File: src/sv/ngh_pkg.sv
// ----------------------------------------------------------------------------
// ngh_pkg
// shared types and constants of the noise gate with hold and gain smoothing
// ----------------------------------------------------------------------------
package ngh_pkg;

  // gain format q1.16
  localparam int GAIN_FRAC = 16;
  localparam int GAIN_W    = 17;
  localparam logic [GAIN_W-1:0] GAIN_ONE = 17'h10000;

  // configuration register indexes
  typedef enum logic [1:0] {
    REG_THRESHOLD = 2'd0,
    REG_CLOSE     = 2'd1,
    REG_OPEN      = 2'd2,
    REG_HOLD      = 2'd3
  } reg_index_t;

  // sequencer states
  typedef enum logic [3:0] {
    S_IDLE = 4'b0001,
    S_CORR = 4'b0010,
    S_GAIN = 4'b0100,
    S_PROD = 4'b1000
  } state_t;

endpackage

File: src/sv/noise_gate_hold_smooth_unit.sv
// ----------------------------------------------------------------------------
// noise_gate_hold_smooth_unit
// noise gate: threshold compare, hold counter, one-pole gain smoothing
// ----------------------------------------------------------------------------
// a word is accepted only in idle and passes the correction, gain update and
//   product states; one shared multiplier serves the smoothing step and then
//   the output product, so the next word is taken only once the last is done
// a finished word may wait in the output register while the next is taken
// reset (rst, synchronous): gain, hold counter, configuration and output valid go to zero, state to idle
module noise_gate_hold_smooth_unit #(
  parameter int SAMPLE_WIDTH = 16,
  parameter int COEF_WIDTH   = 16
) (
  input  logic clk,
  input  logic rst,
  // configuration write port
  input  logic        cfg_we,
  input  logic [1:0]  cfg_index,
  input  logic [15:0] cfg_data,
  // input stream
  input  logic                               s_tvalid,
  output logic                               s_tready,
  input  logic [((SAMPLE_WIDTH+7)/8)*8-1:0]  s_tdata,  // [SW-1:0] sample_in
  // output stream
  output logic                               m_tvalid,
  input  logic                               m_tready,
  output logic [((SAMPLE_WIDTH+17+7)/8)*8-1:0] m_tdata // sample_out, gain_now
);
  import ngh_pkg::*;

  localparam int TW_OUT = ((SAMPLE_WIDTH + GAIN_W + 7) / 8) * 8;
  // compare width covers magnitude (SW+1 bits) and the 16-bit threshold
  localparam int CMPW   = (SAMPLE_WIDTH + 1 > 17) ? SAMPLE_WIDTH + 1 : 17;
  // shared multiplier operand widths
  localparam int MA     = (SAMPLE_WIDTH > COEF_WIDTH + 1) ? SAMPLE_WIDTH : COEF_WIDTH + 1;
  localparam int MB     = GAIN_W + 1;
  localparam int MP     = MA + MB;
  localparam logic [CMPW-1:0] FULL_SCALE = CMPW'(1) << (SAMPLE_WIDTH - 1);

  // configuration registers
  logic [15:0]           threshold_level;
  logic [COEF_WIDTH-1:0] close_coef;
  logic [COEF_WIDTH-1:0] open_coef;
  logic [15:0]           hold_samples;

  // block state
  state_t            state;
  logic [GAIN_W-1:0] cur_gain;
  logic [GAIN_W-1:0] hold_count;

  // per-word working registers
  logic signed [SAMPLE_WIDTH-1:0] sample_r;
  logic [COEF_WIDTH-1:0]          coef_r;
  logic [GAIN_W-1:0]              diff_r;   // |gain - target|
  logic [GAIN_W-1:0]              corr_r;   // truncated correction term
  logic                           tgt_one;  // target gain is 1.0
  logic                           upd_r;    // gain moves this word

  // output register
  logic signed [SAMPLE_WIDTH-1:0] out_sample;
  logic [GAIN_W-1:0]              out_gain;

  // front-end decision
  logic signed [SAMPLE_WIDTH-1:0] s_sample;
  logic [CMPW-1:0]                mag;
  logic [CMPW-1:0]                thr;
  logic                           target_one;
  logic                           falling;
  logic                           accept;

  // shared multiplier
  logic signed [MA-1:0] mul_a;
  logic signed [MB-1:0] mul_b;
  logic signed [MP-1:0] mul_p;

  logic [GAIN_W-1:0] gain_next;
  logic              out_free;

  assign s_tready = (state == S_IDLE);
  assign accept   = s_tvalid && s_tready;
  assign out_free = !m_tvalid || m_tready;

  assign s_sample = s_tdata[SAMPLE_WIDTH-1:0];

  always_comb begin
    // magnitude, with room for the most negative sample
    if (s_sample[SAMPLE_WIDTH-1]) begin
      mag = CMPW'(-(CMPW'(s_sample)));
    end else begin
      mag = CMPW'(s_sample);
    end
    // threshold saturates at full scale
    thr = CMPW'(threshold_level);
    if (thr > FULL_SCALE) begin
      thr = FULL_SCALE;
    end
    target_one = (mag >= thr);
    // target below gain only when target is zero and gain is nonzero
    falling    = !target_one && (cur_gain != '0);
  end

  // operand select: coef * diff first, then sample * new gain
  always_comb begin
    if (state == S_PROD) begin
      mul_a = MA'(sample_r);
      mul_b = MB'($signed({1'b0, cur_gain}));
    end else begin
      mul_a = MA'($signed({1'b0, coef_r}));
      mul_b = MB'($signed({1'b0, diff_r}));
    end
    mul_p = mul_a * mul_b;
  end

  // one-pole step never overshoots the target
  always_comb begin
    if (!upd_r) begin
      gain_next = cur_gain;
    end else if (tgt_one) begin
      gain_next = GAIN_ONE - corr_r;
    end else begin
      gain_next = corr_r;
    end
  end

  // configuration
  always_ff @(posedge clk) begin
    if (rst) begin
      threshold_level <= '0;
      close_coef      <= '0;
      open_coef       <= '0;
      hold_samples    <= '0;
    end else if (cfg_we) begin
      unique case (reg_index_t'(cfg_index))
        REG_THRESHOLD: threshold_level <= cfg_data;
        REG_CLOSE:     close_coef      <= COEF_WIDTH'(cfg_data);
        REG_OPEN:      open_coef       <= COEF_WIDTH'(cfg_data);
        REG_HOLD:      hold_samples    <= cfg_data;
      endcase
    end
  end

  // sequencer and state
  always_ff @(posedge clk) begin
    if (rst) begin
      state      <= S_IDLE;
      cur_gain   <= '0;
      hold_count <= '0;
      m_tvalid   <= 1'b0;
    end else begin
      // a new word replaces the one taken in the same cycle
      if (state == S_PROD && out_free) begin
        m_tvalid <= 1'b1;
      end else if (m_tready) begin
        m_tvalid <= 1'b0;
      end
      unique case (state)
        S_IDLE: begin
          if (accept) begin
            if (falling) begin
              if (hold_count > GAIN_W'(hold_samples)) begin
                // hold expired, decay with the closing coefficient
                upd_r <= 1'b1;
              end else begin
                upd_r      <= 1'b0;
                hold_count <= hold_count + 1'b1;
              end
              coef_r <= close_coef;
            end else begin
              hold_count <= '0;
              upd_r      <= 1'b1;
              coef_r     <= open_coef;
            end
            tgt_one  <= target_one;
            diff_r   <= target_one ? GAIN_ONE - cur_gain : cur_gain;
            sample_r <= s_sample;
            state    <= S_CORR;
          end
        end
        S_CORR: begin
          corr_r <= mul_p[COEF_WIDTH +: GAIN_W];
          state  <= S_GAIN;
        end
        S_GAIN: begin
          cur_gain <= gain_next;
          state    <= S_PROD;
        end
        S_PROD: begin
          // wait here while the previous word is still unread
          if (out_free) begin
            state <= S_IDLE;
          end
        end
        default: state <= S_IDLE;
      endcase
    end
  end

  // output payload, product floored by the arithmetic shift
  always_ff @(posedge clk) begin
    if (state == S_PROD && out_free) begin
      out_sample <= mul_p[GAIN_FRAC +: SAMPLE_WIDTH];
      out_gain   <= cur_gain;
    end
  end

  assign m_tdata = TW_OUT'({out_gain, out_sample});

`ifndef SYNTHESIS
  // gain stays within q1.16 unity
  a_gain_range: assert property (@(posedge clk) disable iff (rst)
    cur_gain <= GAIN_ONE)
    else $error("smoothed gain above unity");

  // hold counter never passes one above the largest hold count
  a_hold_range: assert property (@(posedge clk) disable iff (rst)
    hold_count <= GAIN_ONE)
    else $error("hold counter out of range");

  // gain changes only in the update step
  a_gain_update: assert property (@(posedge clk) disable iff (rst)
    (state != S_GAIN) |=> $stable(cur_gain))
    else $error("gain changed outside update step");

  // an accepted word leaves the block busy
  a_busy_after_accept: assert property (@(posedge clk) disable iff (rst)
    accept |=> !s_tready)
    else $error("ready right after accept");
`endif

endmodule
File: config.mk
export PLATFORM = sky130hd
export DESIGN_NAME = noise_gate_hold_smooth_unit
export DESIGN_NICKNAME = d
export VERILOG_FILES = /design/src/sv/ngh_pkg.sv /design/src/sv/noise_gate_hold_smooth_unit.sv
export SDC_FILE = /design/constraint.sdc
export NUM_CORES = 1
export LEC_CHECK = 0
export BUFFER_PORTS_ARGS = -buffer_cell sky130_fd_sc_hd__buf_2
export CAP_MARGIN = 0
export CORE_MARGIN = 2
export CORE_UTILIZATION = 40
export CTS_BUF_LIST = sky130_fd_sc_hd__clkbuf_8
export CTS_CLUSTER_DIAMETER = 80
export DETAILED_ROUTE_END_ITERATION = 7
export GPL_ROUTABILITY_DRIVEN = 1
export PLACE_DENSITY = 0.7
export SLEW_MARGIN = 10
export SYNTH_ARGS = -nofsm -noshare
export SYNTH_HDL_FRONTEND = slang
export SYNTH_SLANG_ARGS = --single-unit
File: constraint.sdc
create_clock -name clk -period 7.05 [get_ports clk]
set_input_delay 0.705 -clock clk [delete_from_list [all_inputs] [get_ports clk]]
set_output_delay 0.705 -clock clk [all_outputs]
set_load 0.005 [all_outputs]
* Word level (Yosys, flattened, before mapping)
Index checks and enable logic that the tools add are counted. W data, S select, Z words.
Word-level totals: register bits after elaboration 204, input port bits 39, output and inout bits 42, logic and storage cells 68
Operators by class: $add $sub $neg 4, $mul 1, order comparisons 3, equal/unequal tests 10, multiplexer cells 15, bitwise operators 1, reductions and logical operators 18
Operator list (number):
- $mux W17 | 7
- $sub A17 B17 Y17 const A | 2
- $mul A17 B18 Y33 | 1
- $mux W16 | 2
- $add A17 B1 Y17 const B | 1
- $ge A17 B17 Y1 | 1
- $gt A17 B16 Y1 | 1
- $neg A16 Y17 | 1
- $reduce_bool A17 Y1 | 1
- $gt A16 B16 Y1 const B | 1
- $pmux W4 S4 | 1
- $reduce_and A2 Y1 | 7
- $mux W4 | 2
- $reduce_and A3 Y1 | 2
- $eq A2 B2 Y1 const B | 2
- $eq A4 B1 Y1 const B | 1
- $eq A4 B2 Y1 const B | 1
- $eq A4 B3 Y1 const B | 1
- $eq A4 B4 Y1 const B | 1
- $ne A2 B2 Y1 const B | 2
- $logic_and A1 B1 Y1 | 3
- $mux W1 | 3
- $eq A2 B1 Y1 const B | 1
- $logic_not A1 Y1 | 2
- other kinds (5) | 5

* Logic depth before layout (Yosys ltp)
Gate-level depths: netlist of run 1.
word-level depth 7, gate-level depth with buffers 30, depth with buffers taken out 25

* Least setup slack after synthesis of run 1
Ideal clock, no wire load.
kind register to register, from reg state[0], to reg corr_r[12] (data pin), library setup time 169 ps, arrival 6970 ps, required time 6881 ps, setup slack -89 ps, stages on the path, launching flop included 25, buffers on the path 3, period minus slack after synthesis 7139 ps, cell sequence dfxtp_1 > buf_6 > nor4b_2 > clkbuf_1 > mux2i_1 > clkbuf_1 > nor2_1 > fa_1 > inv_1 > fa_1 > inv_1 > fa_1 > fa_1 > fa_1 > inv_1 > fa_1 > inv_1 > ha_1 > a211oi_1 > nor2_1 > or3_1 > o21ai_1 > a21oi_1 > or4_1 > o211ai_1
Between the ends: longest elaborated chain between the ends 3, elaborated cells between the ends (all ways) 4, classes of those cells mul: 1; eq/ne: 1; mux: 2
RTL lines:
- from (decl) | line noise_gate_hold_smooth_unit.sv:47 | state_t state;
- from (signal assigned) | line noise_gate_hold_smooth_unit.sv:145 | state <= S_IDLE;
- from (signal assigned) | line noise_gate_hold_smooth_unit.sv:176 | state <= S_CORR;
- from (signal assigned) | line noise_gate_hold_smooth_unit.sv:181 | state <= S_GAIN;
- $eq A4 B4 Y1 (*) | line noise_gate_hold_smooth_unit.sv:104 | if (state == S_PROD) begin
- $mux W17 | line noise_gate_hold_smooth_unit.sv:104
- $mul A17 B18 Y33 (*) | line noise_gate_hold_smooth_unit.sv:111 | mul_p = mul_a * mul_b;
- via mul_p[28] | line noise_gate_hold_smooth_unit.sv:74 | logic signed [MP-1:0] mul_p;
- to (signal assigned) | line noise_gate_hold_smooth_unit.sv:180 | corr_r <= mul_p[COEF_WIDTH +: GAIN_W];
- to (decl) | line noise_gate_hold_smooth_unit.sv:55 | logic [GAIN_W-1:0] corr_r;
The timed path passes the listed nets; every way through them passes the cells marked *. A chain may end at the register's enable or synchronous reset.

* Worst setup path after layout of run 1
from reg state[1], to reg corr_r[16] (data pin)
Same word-level chain as after synthesis.

==> impl_metrics.tcl, run 1 <==
set metrics [dict create \
    synth_seq_cells 204 \
    reg2reg_to "corr_r[16]" \
    fin_skew_ns 0.03774 \
    power_density_nw_per_um2 292.6 \
    cp_common_cell "fa_1" \
    ctsLongestPathBuffers 3 \
    crit_family "adder cells" \
    routed_via_density 5.131 \
    grt_max_degree 92 \
    start_util 0.4042 \
    port_buffers 73 \
    wirelength_um 51870 \
    r2r_slack_ns 0.09 \
    drtIter0Drc 1026 \
    hpwl_um 41240 \
    dp_slack_ns -0.3059 \
    fin_ws_ns 0.08602 \
    synth-edff-count 101 \
    min_path_type "input port to register" \
    clk_pin_slew_ns 0.06 \
    num_rows 78 \
    crit_start "state[1]" \
    whs_ns 0.3828 \
    criticalPathCategory "register to register" \
    max_cap_violations 0 \
    slew_viol_final 0 \
    antenna_found_initial 0 \
    postPlaceCellArea_um2 20310 \
    grt_pass1_wl_um 79950 \
    required_ns 7.33 \
    period_share 0.9878 \
    fmax_ghz 0.1436 \
    tightest_slew_ns 1.169 \
    synthArstFlopShare 0 \
    routed-via-count 14500 \
    synth_top_area_frac 0.2439 \
    mappedNetlistArea_um2 18310 \
    multi_input_comb_area_um2 12180 \
    p_leak_nw 9.926 \
    r2r_start "state[1]" \
    ctsHoldBuffers 0 \
    route.detailed.drc 0 \
    first_global_vias 14970 \
    core-area_um2 45280 \
    worstSetupStartpointType "register" \
    critPathCapture "corr_r[16]" \
    drt-wirelength-per-cell_um 18.35 \
    ys_seq_area_frac 0.2783 \
    setup_violations 0 \
    synth.largest_area_cell "fa_1" \
    finalNetCount 2610 \
    gp_congestion 0.9611 \
    dr.pass1.iters 7 \
    synth_top_flop_cell "dfxtp_1" \
    final_area_um2 21740 \
    dieArea_um2 47490 \
    clockRootBuffer "clkbuf_8" \
    cts_tree "built" \
    clk_latency_ns 0.56 \
    seqCellArea_um2 5097 \
    synth_area_leaders "fa_1, edfxtp_1, dfxtp_1" \
    grtUsageTotal 0.2166 \
    outcome "finished clean" \
    crit_arrival_ns 7.24 \
    synthTopCellsByCount "nand2_1, inv_1, fa_1" \
    crit_buf_inv 7 \
    syn_inst 2004 \
    fp.dieW_um 217.9 \
    netlist-cell-type-count 67 \
    vdd_drop_max_v 0.0002549 \
    path_depth 26 \
    end_kind "register" \
    synth_most_common_cell "nand2_1" \
    fillers 4301 \
    htree_num_levels 2 \
    tns_ns 0 \
    cts_buffers 37 \
    area_growth_pct 18.77 \
    ant_nets 0 \
    crit_path_max_fanout 13 \
    grt-ovfl-total 0 \
    drive_gt1_frac 0.1879 \
    ios 81 \
    finalHoldViolCount 0 \
    cpPeakStageDelay_ns 0.58 \
    relSlewSlack 0.2178 \
    die_y_um 217.9 \
    slowest_stage "or4b_4" \
    ff2ff_path_depth 26 \
    syn_area_per_cell_um2 9.134 \
    yosys_warnings 0 \
    fin_crit_ns 6.964 \
    cts.sinks 204 \
    rsz0062_at_grt "true" \
]
-- per-layer routing --
metal	share of wire	vias to the layer above	global-route usage	wire length, µm
met1	0.42	7180	0.2797	21770
met3	0.064	96	0.03877	3313
met2	0.49	467	0.3694	25220
met4	0.030	0	0.06576	1565
li1	-	6757	-	-
met5	0	-	0	0
-- sequential cells by signal, summed over array words and instances, names as in the netlist --
register / count
out_gain: 17
out_sample: 16
diff_r: 17
coef_r: 16
threshold_level: 16
state: 4
m_tvalid: 1
hold_samples: 16
sample_r: 16
open_coef: 16
close_coef: 16
upd_r: 1
corr_r: 17
cur_gain: 17
hold_count: 17
tgt_one: 1
-- report_power, final --
| group | internal, mW | total [mW] | leakage (nW) | switching, mW |
|---|---|---|---|---|
| Clock | 0.640 | 1.14 | 0.417 | 0.503 |
| Combinational | 1.64 | 3.70 | 7.74 | 2.06 |
| Sequential | 1.49 | 1.52 | 1.77 | 0.0235 |
| Total | 3.78 | 6.36 | 9.93 | 2.58 |
-- cells in the final DEF (no fill, tap or decap), types with 73 or more instances in the layout --
cell and instances:
inv_1 294, nor2_1 207, a21oi_1 88, dfxtp_1 101, fa_1 219, ha_1 147
edfxtp_1 101, buf_2 73, nand2_1 354, buf_4 143
-- per-stage QoR --
step	power, mW	utilization	cells
detailed placement	4.930	0.4484	2737
global placement	4.824	0.4484	2737
global route	6.835	0.4801	2825
CTS	6.175	0.4697	2807
finish	6.361	0.4801	2826
floorplan	3.661	-	2010
-- worst min path at each step --
stage,to,cells past startpoint,slack (ns),startpoint
after floorplan,out_gain[6],0,0.41,cur_gain[6]
after global placement,close_coef[10],2,0.44,close_coef[10]
after detailed placement,close_coef[10],2,0.44,close_coef[10]
after CTS,sample_r[14],1,0.35,s_tdata[14]
after global routing,sample_r[14],1,0.36,s_tdata[14]
final,sample_r[12],1,0.38,s_tdata[12]
-- logic make-up after synthesis --
kind of cell,after synthesis,share of synthesized area
buffers and inverters,379,0.07984
other,1,0.0002049
multiplexers,32,0.01893
flip-flops,204,0.2783
adder cells (fa/ha/maj),373,0.3464
AND/OR/NAND/NOR,741,0.1728
XOR/XNOR,73,0.03493
AO/OA/AOI/OAI,201,0.06856
-- layout make-up --
cell class                      instances  share of cell area
Antenna cell                            1           0.0001151
Clock buffer                           40             0.02532
Clock inverter                         26            0.009323
Inverter                              290             0.05007
Multi-Input combinational cell       1427              0.5601
Sequential cell                       204              0.2345
Tap cell                              600             0.03453
Timing Repair Buffer                  238             0.08610
-- timing repair --
item                                    CTS  global route
endpoints found under the setup margin   17            25
resized for setup                        52            61
cloned                                    1             4
pin swaps                                 9            26
setup buffers                             3            14
Note: power is estimated with default switching activity, not from simulation.
==> run 2: changes to the inputs <==
BUFFER_PORTS_ARGS = -buffer_cell sky130_fd_sc_hd__buf_4   (was -buffer_cell sky130_fd_sc_hd__buf_2)
==> run 2 against run 1 <==
Effect of this change: count of clock-buffer cells in the layout is 1 lower; die area stayed put; critical endpoint is now corr_r[12]; via count is 1.9% lower; combinational power is 7.0% lower; critical path depth is 3 lower; largest cell class unchanged.
==> impl_metrics.tcl, run 2 (synthesis results as in run 1) <==
set metrics [dict create \
    fin_cells 2767 \
    clockRootBuffer "clkbuf_8" \
    required_ns 7.42 \
    port_buffers 73 \
    crit_buf_inv 6 \
    num_rows 78 \
    ctsHoldBuffers 0 \
    layout_commonest_cell "nand2_1" \
    cts_buffers 37 \
    diodes 0 \
    rsz0062_at_grt "true" \
    tightest_slew_ns 1.268 \
    fin_ws_ns 0.1696 \
    max_cap_violations 0 \
    whs_ns 0.3577 \
    end_kind "register" \
    slowest_stage "or4b_4" \
    crit_path_max_fanout 20 \
    dieArea_um2 47490 \
    vdd_drop_max_v 0.0003080 \
    cpPeakStageDelay_ns 0.58 \
    drt-wirelength-per-cell_um 18.12 \
    grt-ovfl-total 0 \
    fp.dieW_um 217.9 \
    fin_crit_ns 6.880 \
    antenna_found_initial 0 \
    drtIter0Drc 1158 \
    gp_congestion 0.9802 \
    cts_tree "built" \
    route.detailed.drc 0 \
    ant_nets 0 \
    layout_common_cells "nand2_1, inv_1, fa_1" \
    fin_util 0.4685 \
    first_global_vias 14290 \
    min_path_type "input port to register" \
    dr.pass1.iters 5 \
    postPlaceCellArea_um2 20070 \
    wirelength_um 50150 \
    die_y_um 217.9 \
    fin_skew_ns 0.03222 \
    hpwl_um 39770 \
    dpl.cell_count 2689 \
    worstSetupStartpointType "register" \
    fmax_ghz 0.1453 \
    ios 81 \
    grt_pass1_wl_um 77340 \
    grtUsageTotal 0.2101 \
    finalHoldViolCount 0 \
    htree_num_levels 2 \
    drive_gt1_frac 0.1495 \
    period_share 0.9759 \
    tns_ns 0 \
    p_leak_nw 9.637 \
    routed_via_density 5.140 \
    grt_max_degree 92 \
    dp_slack_ns -0.05804 \
    routed-via-count 14220 \
    setup_violations 0 \
    area_growth_pct 15.91 \
    cts.sinks 204 \
    relSlewSlack 0.1535 \
    p_total_mw 6.172 \
    start_util 0.4042 \
    power_density_nw_per_um2 290.9 \
    clk_pin_slew_ns 0.06 \
    clk_latency_ns 0.57 \
    final_area_um2 21220 \
    fillers 4353 \
    crit_arrival_ns 7.25 \
    cp_common_cell "fa_1" \
    finalNetCount 2551 \
    crit_chain "or4b_4, buf_12, mux2i_4, buf_12, or2_2, fa_1, inv_1, fa_1, fa_1, fa_1, fa_1, inv_1, fa_1, inv_1, ha_1, o21ai_2, nor2_1, or3_4, o21ai_2, buf_6, a21oi_2, or4_1, o211ai_1" \
    crit_family "adder cells" \
    core-area_um2 45280 \
    slew_viol_final 0 \
    criticalPathCategory "register to register" \
    outcome "finished clean" \
    ctsLongestPathBuffers 3 \
]
-- run 2: cell types whose count changed in the layout (fill, tap and decap cells not counted), sizes merged --
cell / change
bufinv: +2
buf: -58
inv: +4
diode: -1
clkbuf: -2
clkinvlp: +2
clkinv: -6
-- run 2: power breakdown --
| part | leakage [nW] | total [mW] | switching (mW) | internal, mW |
|---|---|---|---|---|
| logic | 7.43 | 3.44 | 1.94 | 1.50 |
| clock network | 0.441 | 1.21 | 0.512 | 0.702 |
| registers | 1.77 | 1.52 | 0.0227 | 1.49 |
| total | 9.64 | 6.17 | 2.48 | 3.69 |
-- run 2: layer usage --
layer	share of wire	track usage
met1	0.42	0.2781
met2	0.48	0.3521
met3	0.072	0.03640
met4	0.029	0.06259
met5	0	0
-- run 2: cell type report --
class,count,area (µm²),area share
Clock inverter,28,261.5,0.01233
Sequential cell,204,5096,0.2402
Tap cell,600,750.7,0.03538
Timing Repair Buffer,179,1503,0.07083
Inverter,290,1089,0.05131
Clock buffer,39,536.8,0.02530
Multi-Input combinational cell,1427,11980,0.5647
-- run 2: final timing paths --
check	startpoint	end	slack (ns)	cells after the start
setup / recovery	state[2]	corr_r[12]	0.17	23
hold reg to reg	open_coef[3]	open_coef[3]	0.45	2
hold / removal	s_tdata[14]	sample_r[14]	0.36	1
setup reg to reg	state[2]	corr_r[12]	0.17	23
-- run 2: repair_timing --
item	in CTS	in global routing
gates cloned	0	3
endpoints found under the setup margin	2	27
pin swaps	0	15
setup buffers	0	8
gates resized for setup	5	52
==> run 3: changes to the inputs <==
ABC_CLOCK_PERIOD_IN_PS = 7300   (was default)
PLACE_DENSITY = 0.68   (was 0.7)
clock period = 7.3 ns   (was 7.05 ns; I/O delays follow)
==> run 3 against run 2 <==
Effect of this change: sequential power decreased by 4%; first-iteration DRC count is 7.4% lower; power down 12%; cell area down 2.7%; sequential share of layout area rose by 0.65 points; die area unchanged; count of clock-buffer cells in the layout stayed put; clock power shrank 9.9%; combinational power shrank 16%; largest power group unchanged; highest routed layer unchanged.
==> impl_metrics.tcl, run 3 (synthesis results as in run 1) <==
set metrics [dict create \
    required_ns 7.66 \
    cts_setup_buffers 0 \
    crit_buf_inv 6 \
    relSlewSlack 0.1672 \
    cts_buffers 36 \
    tightest_slew_ns 1.245 \
    ctsResizeCount 0 \
    antenna_found_initial 1 \
    finalNetCount 2515 \
    grt-ovfl-total 0 \
    fp.dieW_um 217.9 \
    met2_usage 0.3531 \
    drt-wirelength-per-cell_um 18.13 \
    start_util 0.4042 \
    fin_crit_ns 7.068 \
    final_area_um2 20650 \
    min_path_type "input port to register" \
    max_cap_violations 0 \
    multi_input_comb_area_um2 11840 \
    die_y_um 217.9 \
    crit_path_max_fanout 27 \
    finalHoldViolCount 0 \
    fin_cells 2730 \
    p_total_mw 5.445 \
    drive_gt1_frac 0.1216 \
    fin_ws_ns 0.2325 \
    cts.sinks 204 \
    vdd_drop_max_v 0.0002861 \
    clk_pin_slew_ns 0.06 \
    core-area_um2 45280 \
    ant_nets 0 \
    cp_common_cell "fa_1" \
    ctsHoldBuffers 0 \
    criticalPathCategory "register to register" \
    crit_chain "buf_4, nor4b_4, buf_12, nand2_1, nand2_1, nand2_1, fa_1, fa_1, fa_1, inv_1, fa_1, fa_1, inv_1, fa_1, inv_1, ha_1, a21oi_1, o21ai_0, or3_1, o21ai_1, buf_4, a21oi_1, or4_1, o211ai_1" \
    p_leak_nw 9.383 \
    use_met3 0.03250 \
    htree_num_levels 2 \
    crit_arrival_ns 7.42 \
    setup_violations 0 \
    power_density_nw_per_um2 263.7 \
    grtUsageTotal 0.2136 \
    dpl.cell_count 2665 \
    crit_family "adder cells" \
    slew_viol_final 0 \
    clk_latency_ns 0.56 \
    route.detailed.drc 0 \
    routed-via-count 13910 \
    cpPeakStageDelay_ns 0.54 \
    fin_util 0.4560 \
    top_usage_layer "met2" \
    fillers 4349 \
    whs_ns 0.3873 \
    cts_tree "built" \
    seqCellArea_um2 5095 \
    dieArea_um2 47490 \
    slowest_stage "fa_1" \
    rsz0062_at_grt "false" \
    layout_common_cells "nand2_1, inv_1, fa_1" \
    port_buffers 73 \
    diodes 0 \
    met1_usage 0.2860 \
    hpwl_um 40000 \
    ctsLongestPathBuffers 3 \
    layout_commonest_cell "nand2_1" \
    dr.pass1.iters 6 \
    routed_via_density 5.096 \
    fin_skew_ns 0.02628 \
    wirelength_um 49490 \
    area_growth_pct 12.81 \
    first_global_vias 14440 \
    num_rows 78 \
    postPlaceCellArea_um2 19860 \
    worstSetupStartpointType "register" \
    tns_ns 0 \
    grt_pass1_wl_um 78230 \
    outcome "finished clean" \
    dp_slack_ns 0.1145 \
    gp_congestion 0.9951 \
    ios 81 \
    clockRootBuffer "clkbuf_8" \
    end_kind "register" \
    period_share 0.9682 \
    drtIter0Drc 1072 \
    fmax_ghz 0.1415 \
    grt_max_degree 92 \
]
[run 3: changes by cell type in the layout (fill, tap and decap cells not counted), moves of 4 or more]
cell,previous run,this run
and2_2,3,11
nand2_1,369,376
nor2_1,209,213
and2_1,21,14
nor2_2,5,0
nand2_2,9,3
buf_6,5,1
buf_4,164,139
[run 3: report_power, final]
group,total (mW),internal (mW),switching (mW)
sequential,1.46,1.44,0.0219
combinational,2.89,1.16,1.74
clock,1.09,0.605,0.481
[run 3: area by class of cell]
type,instances,area share
well taps,600,0.03635
flip-flops and latches,204,0.2467
clock buffers,39,0.02599
repair buffers,144,0.05496
inverters,290,0.05271
multi-input cells,1427,0.5736
clock inverters,26,0.009695
[run 3: worst reg2reg max path, stage by stage (launching register included)]
cell and delay, ns:
dfxtp_1 0.30, buf_4 0.16, nor4b_4 0.33, buf_12 0.23
nand2_1 0.10, nand2_1 0.36, nand2_1 0.15, fa_1 0.53
fa_1 0.54, fa_1 0.53, inv_1 0.06, fa_1 0.49
fa_1 0.49, inv_1 0.04, fa_1 0.50, inv_1 0.05
ha_1 0.30, a21oi_1 0.24, o21ai_0 0.15, or3_1 0.37
o21ai_1 0.16, buf_4 0.18, a21oi_1 0.09, or4_1 0.40
o211ai_1 0.13
[run 3: final timing paths]
kind	start	to	slack (ns)	cells past startpoint
max	state[0]	out_sample[12]	0.23	24
min	s_tdata[12]	sample_r[12]	0.39	1
max reg2reg	state[0]	out_sample[12]	0.23	24
min reg2reg	open_coef[0]	open_coef[0]	0.45	2
[run 3: per-layer routing]
metal / vias up / share of wire
li1: 6568 / -
met1: 6852 / 0.43
met2: 403 / 0.47
met3: 90 / 0.061
met4: 0 / 0.035
met5: - / 0
